===== src/rtl/core/hmtm_pkg.sv =====
// ----------------------------------------------------------------------------
// hmtm_pkg
// Method word table, codes and shared types for the HTTP method matcher.
// ----------------------------------------------------------------------------
package hmtm_pkg;

   localparam int WORD_COUNT = 27;
   localparam int WORD_MAX   = 16;
   localparam int TEXT_W     = WORD_MAX * 8;
   localparam int POS_W      = 5;
   localparam int CODE_W     = 5;

   localparam logic [POS_W-1:0]  POS_SAT      = POS_W'(17);
   localparam logic [7:0]        CHAR_SPACE   = 8'h20;
   localparam logic [CODE_W-1:0] CODE_UNKNOWN = '0;

   typedef logic [WORD_COUNT-1:0] mask_type;
   typedef logic [POS_W-1:0]      pos_type;
   typedef logic [CODE_W-1:0]     code_type;

   // words are right-justified: last character in the low byte
   localparam logic [TEXT_W-1:0] WORD_TEXT [WORD_COUNT] = '{
      TEXT_W'("GET"), TEXT_W'("HEAD"), TEXT_W'("PUT"), TEXT_W'("POST"),
      TEXT_W'("MOVE"), TEXT_W'("LOCK"), TEXT_W'("COPY"),
      TEXT_W'("PATCH"), TEXT_W'("MERGE"), TEXT_W'("MKCOL"), TEXT_W'("LABEL"),
      TEXT_W'("TRACE"),
      TEXT_W'("UNLOCK"), TEXT_W'("UPDATE"), TEXT_W'("REPORT"), TEXT_W'("DELETE"),
      TEXT_W'("OPTIONS"), TEXT_W'("CONNECT"), TEXT_W'("CHECKIN"),
      TEXT_W'("PROPFIND"), TEXT_W'("CHECKOUT"), TEXT_W'("PROPPATCH"),
      TEXT_W'("UNCHECKOUT"), TEXT_W'("MKACTIVITY"), TEXT_W'("MKWORKSPACE"),
      TEXT_W'("VERSION-CONTROL"), TEXT_W'("BASELINE-CONTROL")
   };

   localparam logic [POS_W-1:0] WORD_LEN [WORD_COUNT] = '{
      5'd3, 5'd4, 5'd3, 5'd4, 5'd4, 5'd4, 5'd4,
      5'd5, 5'd5, 5'd5, 5'd5, 5'd5,
      5'd6, 5'd6, 5'd6, 5'd6,
      5'd7, 5'd7, 5'd7,
      5'd8, 5'd8, 5'd9,
      5'd10, 5'd10, 5'd11,
      5'd15, 5'd16
   };

   localparam logic [CODE_W-1:0] WORD_CODE [WORD_COUNT] = '{
      5'd1, 5'd1, 5'd2, 5'd3, 5'd4, 5'd5, 5'd6,
      5'd7, 5'd8, 5'd9, 5'd10, 5'd11,
      5'd12, 5'd13, 5'd14, 5'd15,
      5'd16, 5'd17, 5'd18,
      5'd19, 5'd20, 5'd21,
      5'd22, 5'd23, 5'd24,
      5'd25, 5'd26
   };

   typedef struct packed {
      mask_type mask;
      pos_type  pos;
      code_type code;
   } match_type;

endpackage


===== src/rtl/core/hmtm_matcher.sv =====
// ----------------------------------------------------------------------------
// hmtm_matcher
// Narrows the candidate mask by one byte and resolves the method code for
// either the current token (space) or the token extended by this byte.
// ----------------------------------------------------------------------------
module hmtm_matcher
   import hmtm_pkg::*;
(
   input  mask_type   mask,
   input  pos_type    pos,
   input  logic [7:0] char_byte,
   input  logic       is_space,
   output match_type  result
);

   mask_type   narrow_mask;
   pos_type    narrow_pos;
   mask_type   sel_mask;
   pos_type    sel_pos;
   code_type   code;
   logic [3:0] offset [WORD_COUNT];

   always_comb begin
      for (int i = 0; i < WORD_COUNT; i++) begin
         offset[i] = WORD_LEN[i][3:0] - 4'd1 - pos[3:0];
         narrow_mask[i] = mask[i] && (pos < WORD_LEN[i]) &&
                          (WORD_TEXT[i][{offset[i], 3'b000} +: 8] == char_byte);
      end
      narrow_pos = (pos < POS_SAT) ? pos + POS_W'(1) : pos;
   end

   assign sel_mask = is_space ? mask : narrow_mask;
   assign sel_pos  = is_space ? pos  : narrow_pos;

   // at most one word matches exactly, so an OR of codes suffices
   always_comb begin
      code = CODE_UNKNOWN;
      for (int i = 0; i < WORD_COUNT; i++) begin
         if (sel_mask[i] && (WORD_LEN[i] == sel_pos)) begin
            code = code | WORD_CODE[i];
         end
      end
   end

   assign result.mask = narrow_mask;
   assign result.pos  = narrow_pos;
   assign result.code = code;

endmodule


===== src/rtl/core/http_method_token_matcher.sv =====
// ----------------------------------------------------------------------------
// http_method_token_matcher
// Exact lookup of the HTTP/WebDAV request method at the head of a buffer.
// ----------------------------------------------------------------------------
// One byte is accepted every cycle and the code is registered for the
// result; the only limit is the result register itself, which holds the
// input off only while a code waits and the receiver stalls. The token ends
// at the first space or at the byte marked last; one method code is given
// then (0 for an unknown, empty or over-long token, HEAD reports as GET).
// Bytes after the token give nothing, and the byte marked last re-arms the
// matcher for the next buffer.
module http_method_token_matcher
   import hmtm_pkg::*;
(
   input  logic       clock,
   input  logic       reset,
   input  logic       req_valid,
   output logic       req_stall,
   input  logic [7:0] req_char_byte,
   input  logic       req_last_byte,
   output logic       rsp_valid,
   input  logic       rsp_stall,
   output logic [4:0] rsp_method_code
);

   mask_type  mask_ff, mask_in;
   pos_type   pos_ff, pos_in;
   logic      done_ff, done_in;
   logic      rsp_valid_ff, rsp_valid_in;
   code_type  rsp_code_ff, rsp_code_in;
   logic      accept;
   logic      is_space;
   logic      emit;
   match_type match;

   hmtm_matcher u_matcher (
      .mask      (mask_ff),
      .pos       (pos_ff),
      .char_byte (req_char_byte),
      .is_space  (is_space),
      .result    (match)
   );

   assign req_stall = rsp_valid_ff && rsp_stall;
   assign accept    = req_valid && !req_stall;
   assign is_space  = (req_char_byte == CHAR_SPACE);

   always_comb begin
      mask_in = mask_ff;
      pos_in  = pos_ff;
      done_in = done_ff;
      emit    = 1'b0;
      if (accept) begin
         priority if (done_ff) begin
            if (req_last_byte) begin
               mask_in = '1;
               pos_in  = '0;
               done_in = 1'b0;
            end
         end else if (is_space) begin
            emit = 1'b1;
            if (req_last_byte) begin
               mask_in = '1;
               pos_in  = '0;
               done_in = 1'b0;
            end else begin
               done_in = 1'b1;
            end
         end else begin
            if (req_last_byte) begin
               emit    = 1'b1;
               mask_in = '1;
               pos_in  = '0;
            end else begin
               mask_in = match.mask;
               pos_in  = match.pos;
            end
         end
      end
   end

   assign rsp_valid_in = emit || (rsp_valid_ff && rsp_stall);
   assign rsp_code_in  = emit ? match.code : rsp_code_ff;

   always_ff @(posedge clock) begin
      if (reset) begin
         mask_ff      <= '1;
         pos_ff       <= '0;
         done_ff      <= 1'b0;
         rsp_valid_ff <= 1'b0;
      end else begin
         mask_ff      <= mask_in;
         pos_ff       <= pos_in;
         done_ff      <= done_in;
         rsp_valid_ff <= rsp_valid_in;
      end
   end

   always_ff @(posedge clock) begin
      rsp_code_ff <= rsp_code_in;
   end

   assign rsp_valid       = rsp_valid_ff;
   assign rsp_method_code = rsp_code_ff;

endmodule


===== config.mk =====
export PLATFORM = sky130hd
export DESIGN_NAME = http_method_token_matcher
export DESIGN_NICKNAME = d
export VERILOG_FILES = /design/src/rtl/core/hmtm_pkg.sv /design/src/rtl/core/hmtm_matcher.sv /design/src/rtl/core/http_method_token_matcher.sv
export SDC_FILE = /design/constraint.sdc
export NUM_CORES = 1
export LEC_CHECK = 0
export ABC_AREA = 1
export BUFFER_PORTS_ARGS = -buffer_cell sky130_fd_sc_hd__buf_4
export CAP_MARGIN = 10
export CORE_UTILIZATION = 45
export CTS_BUF_LIST = sky130_fd_sc_hd__clkbuf_16
export CTS_CLUSTER_DIAMETER = 120
export DETAILED_ROUTE_END_ITERATION = 10
export GPL_TIMING_DRIVEN = 1
export PLACE_DENSITY = 0.7
export SLEW_MARGIN = 10
export SYNTH_ARGS = -nofsm -noshare
export SYNTH_HDL_FRONTEND = slang
export SYNTH_SLANG_ARGS = --single-unit

===== constraint.sdc =====
create_clock -name clock -period 3.7 [get_ports clock]
set_clock_uncertainty 0.2 [all_clocks]
set_input_delay 0.37 -clock clock [delete_from_list [all_inputs] [get_ports clock]]
set_output_delay 0.37 -clock clock [all_outputs]
set_load 0.01 [all_outputs]

==> flow_summary.yaml <==
floorplanning:
  num_rows: 42
  core_area_um2: 13500
  start_util_pct: 46.9
  dieHeight_um: 120
  die_x_um: 120
  dieArea_um2: 14500
  ioPinCount: 20
setup_path:
  endpoint_kind: "flop"
  arrival_ns: 3.24
  cp-start-kind: "flop"
  worstSetupPathType: "flop to flop"
  required_ns: 3.54
  cp_max_fo: 18
routing:
  ant_nets: 0
  drt_iter0_markers: 1203
  post_drt_wl_per_cell_um: 17.3
  via_per_inst: 5.77
  via_count: 8054
  drtPass1Iterations: 6
  wl_um: 24200
  drc: 0
power:
  power_frac_comb_pct: 34.3
  internal_power_uw: 900
  power_leakage_nw: 3.66
  switching_share_pct: 38.0
  p_per_area_nw_per_um2: 217
  pwr-share-seq_pct: 32.5
  clkPwrFrac_pct: 33.2
  switchingPower_uw: 552
  vdd_drop_max_mv: 0.161
yosys:
  synth_top_family_by_area: "simple AND/OR/NAND/NOR gates"
  syn_inst: 1234
  synthSimpleGateAreaFrac_pct: 58.3
  synth-compound-area-share_pct: 9.40
  syn_area_um2: 6310
  synthXorXnorAreaFrac_pct: 3.47
  synthMuxAreaShare_pct: 0
  ys_seq_elements: 39
  synth_cell_types: 35
  syn_nets: 1273
  syn_avg_cell_area_um2: 5.11
  ys_warn_count: 0
  ys_seq_area_share_pct: 13.2
  synth_adder_area_share_pct: 5.15
cells_and_area:
  nets: 1259
  final_cells: 1397
  layout-drive-gt1-share_pct: 6.47
  area.growth.synth_to_final_pct: 6.05
  diodes: 0
  layout_common_cells: "nand2_1 (505), nand3_1 (182), nor2_1 (143), inv_1 (87), o21ai_0 (42)"
  final_common_cell: "nand2_1"
clock_network:
  clock_latency_ns: 0.30
  cts_max_path_buffers: 2
  cts_hold_buf: 0
  numClockSinks: 39
  cts-buffers-inserted: 5
  cts_root_buf: "clkbuf_16"
  cts_setup_buffers: 0
  cts_resized: 0
  ctsHtreeMaxLevel: 2
  clk_pin_slew_ns: 0.06
  tritoncts: "built"
grt:
  grt_pass1_wl_um: 38100
  antenna_found_initial: 0
  grt-ovfl-total: 0
  grt_use_total_pct: 34.1
  grt_max_degree: 31
  grt_pass1_vias: 7155
sta:
  relSlewSlack_pct: 50.4
  setup_viol: 0
  finalCritPeriodShare_pct: 91.7
  fmax_ghz: 0.295
  rsz0062_at_grt: "no"
  finalHoldViolCount: 0
  slew_violations: 0
  setup_tns_ns: 0
  worst_slack_ns: 0.307
  worst_slew_pin_slew_ns: 0.736
  min_period_ns: 3.39
placement:
  place_inst: 1389
  place_ws_ns: 0.447
  io_buffers: 19
  place_congestion: 1.00
  dp_hpwl_um: 17900
worst_hold_path:
  hold_path.class: "input port to flop"
run:
  maxCapViolCount: 0
status:
  status: "complete, no violations"
==> synth_stat cells <==
| library cell | count | area, µm² |
|---|---|---|
| a21bo_2 | 1 | 10.0 |
| a21boi_0 | 1 | 7.51 |
| a21oi_1 | 33 | 165 |
| and2_1 | 1 | 6.26 |
| buf_1 | 7 | 26.3 |
| buf_2 | 24 | 120 |
| buf_4 | 8 | 60.1 |
| buf_6 | 2 | 22.5 |
| clkbuf_1 | 21 | 78.8 |
| clkinv_1 | 1 | 3.75 |
| dfxtp_1 | 34 | 681 |
| edfxtp_1 | 5 | 150 |
| ha_1 | 26 | 325 |
| inv_1 | 86 | 323 |
| inv_2 | 8 | 30.0 |
| nand2_1 | 505 | 1900 |
| nand2_2 | 13 | 81.3 |
| nand2_4 | 1 | 11.3 |
| nand3_1 | 182 | 911 |
| nand3_2 | 3 | 30.0 |
| nand3b_1 | 5 | 37.5 |
| nand4_1 | 15 | 93.8 |
| nor2_1 | 143 | 537 |
| nor2_2 | 2 | 12.5 |
| nor3_1 | 11 | 55.1 |
| nor3b_1 | 1 | 7.51 |
| o211ai_1 | 14 | 105 |
| o21a_1 | 1 | 7.51 |
| o21ai_0 | 42 | 210 |
| o21ai_1 | 3 | 15.0 |
| o21ai_2 | 3 | 26.3 |
| o221ai_1 | 1 | 8.76 |
| o22ai_1 | 6 | 37.5 |
| xnor2_1 | 2 | 17.5 |
| xor2_1 | 23 | 201 |
==> sequential cells by signal, summed over array words and instances (netlist names) <==
register         count
rsp_valid            1
mask_ff             27
pos_ff               5
rsp_method_code      5
done_ff              1
==> metrics by stage <==
step                total power, mW  util (%)  cell area (µm²)  hold WS [ns]
floorplan                     0.823         -             6310         0.236
global placement              0.959      48.5             6530         0.251
detailed placement            0.962      48.5             6530         0.258
CTS                            1.44      49.7             6690         0.150
global route                   1.53      49.7             6690         0.166
finish                         1.45      49.7             6690         0.155
==> logic make-up after synthesis <==
kind of cell	after synthesis
simple gates	882
buf+inv	157
compound gates	105
flops	39
fa+ha+maj	26
xor+xnor	25
==> power groups by stage <==
stage               Combinational, mW  Clock (mW)  Sequential (mW)
floorplan                       0.347           0            0.476
global placement                0.479           0            0.480
detailed placement              0.482           0            0.480
CTS                             0.483       0.487            0.471
global route                    0.551       0.504            0.474
finish                          0.499       0.482            0.471
==> critical path, stage by stage, from the launching register on <==
cell and delay (ns):
dfxtp_1 0.45, ha_1 0.32, inv_1 0.08, ha_1 0.34, clkinv_1 0.40, nand3_1 0.29
nand3_1 0.09, nand2_1 0.08, nor2_1 0.05, nand2_1 0.12, nand2_1 0.08, nand2_1 0.11
nand2_1 0.07, nand2_1 0.06, inv_1 0.04, nor2_1 0.11, nand2_1 0.07, nor2_1 0.10
nand2_1 0.06
==> metal layers <==
metal	vias up	GRT usage, %	share of wire (%)
met5	-	0	0
met4	0	20.3	6.1
met3	103	6.04	11
met2	484	51.8	43
met1	3540	45.0	40
li1	3927	-	-
==> final timing paths <==
path	start	to	slack [ns]	depth (start not counted)
setup reg to reg	pos_ff[2]	rsp_method_code[0]	0.31	18
setup / recovery	pos_ff[2]	rsp_method_code[0]	0.31	18
hold reg to reg	mask_ff[1]	mask_ff[1]	0.26	2
hold / removal	reset	rsp_valid	0.16	2
==> final cells by class <==
| class | count | area (µm²) |
|---|---|---|
| Inverter | 95 | 357 |
| Fill cell | 1527 | 6760 |
| Clock buffer | 6 | 150 |
| Tap cell | 176 | 220 |
| Timing Repair Buffer | 41 | 308 |
| Sequential cell | 39 | 831 |
| Clock inverter | 2 | 11.3 |
| Multi-Input combinational cell | 1038 | 4820 |
Power figures use the tool's default switching activity.
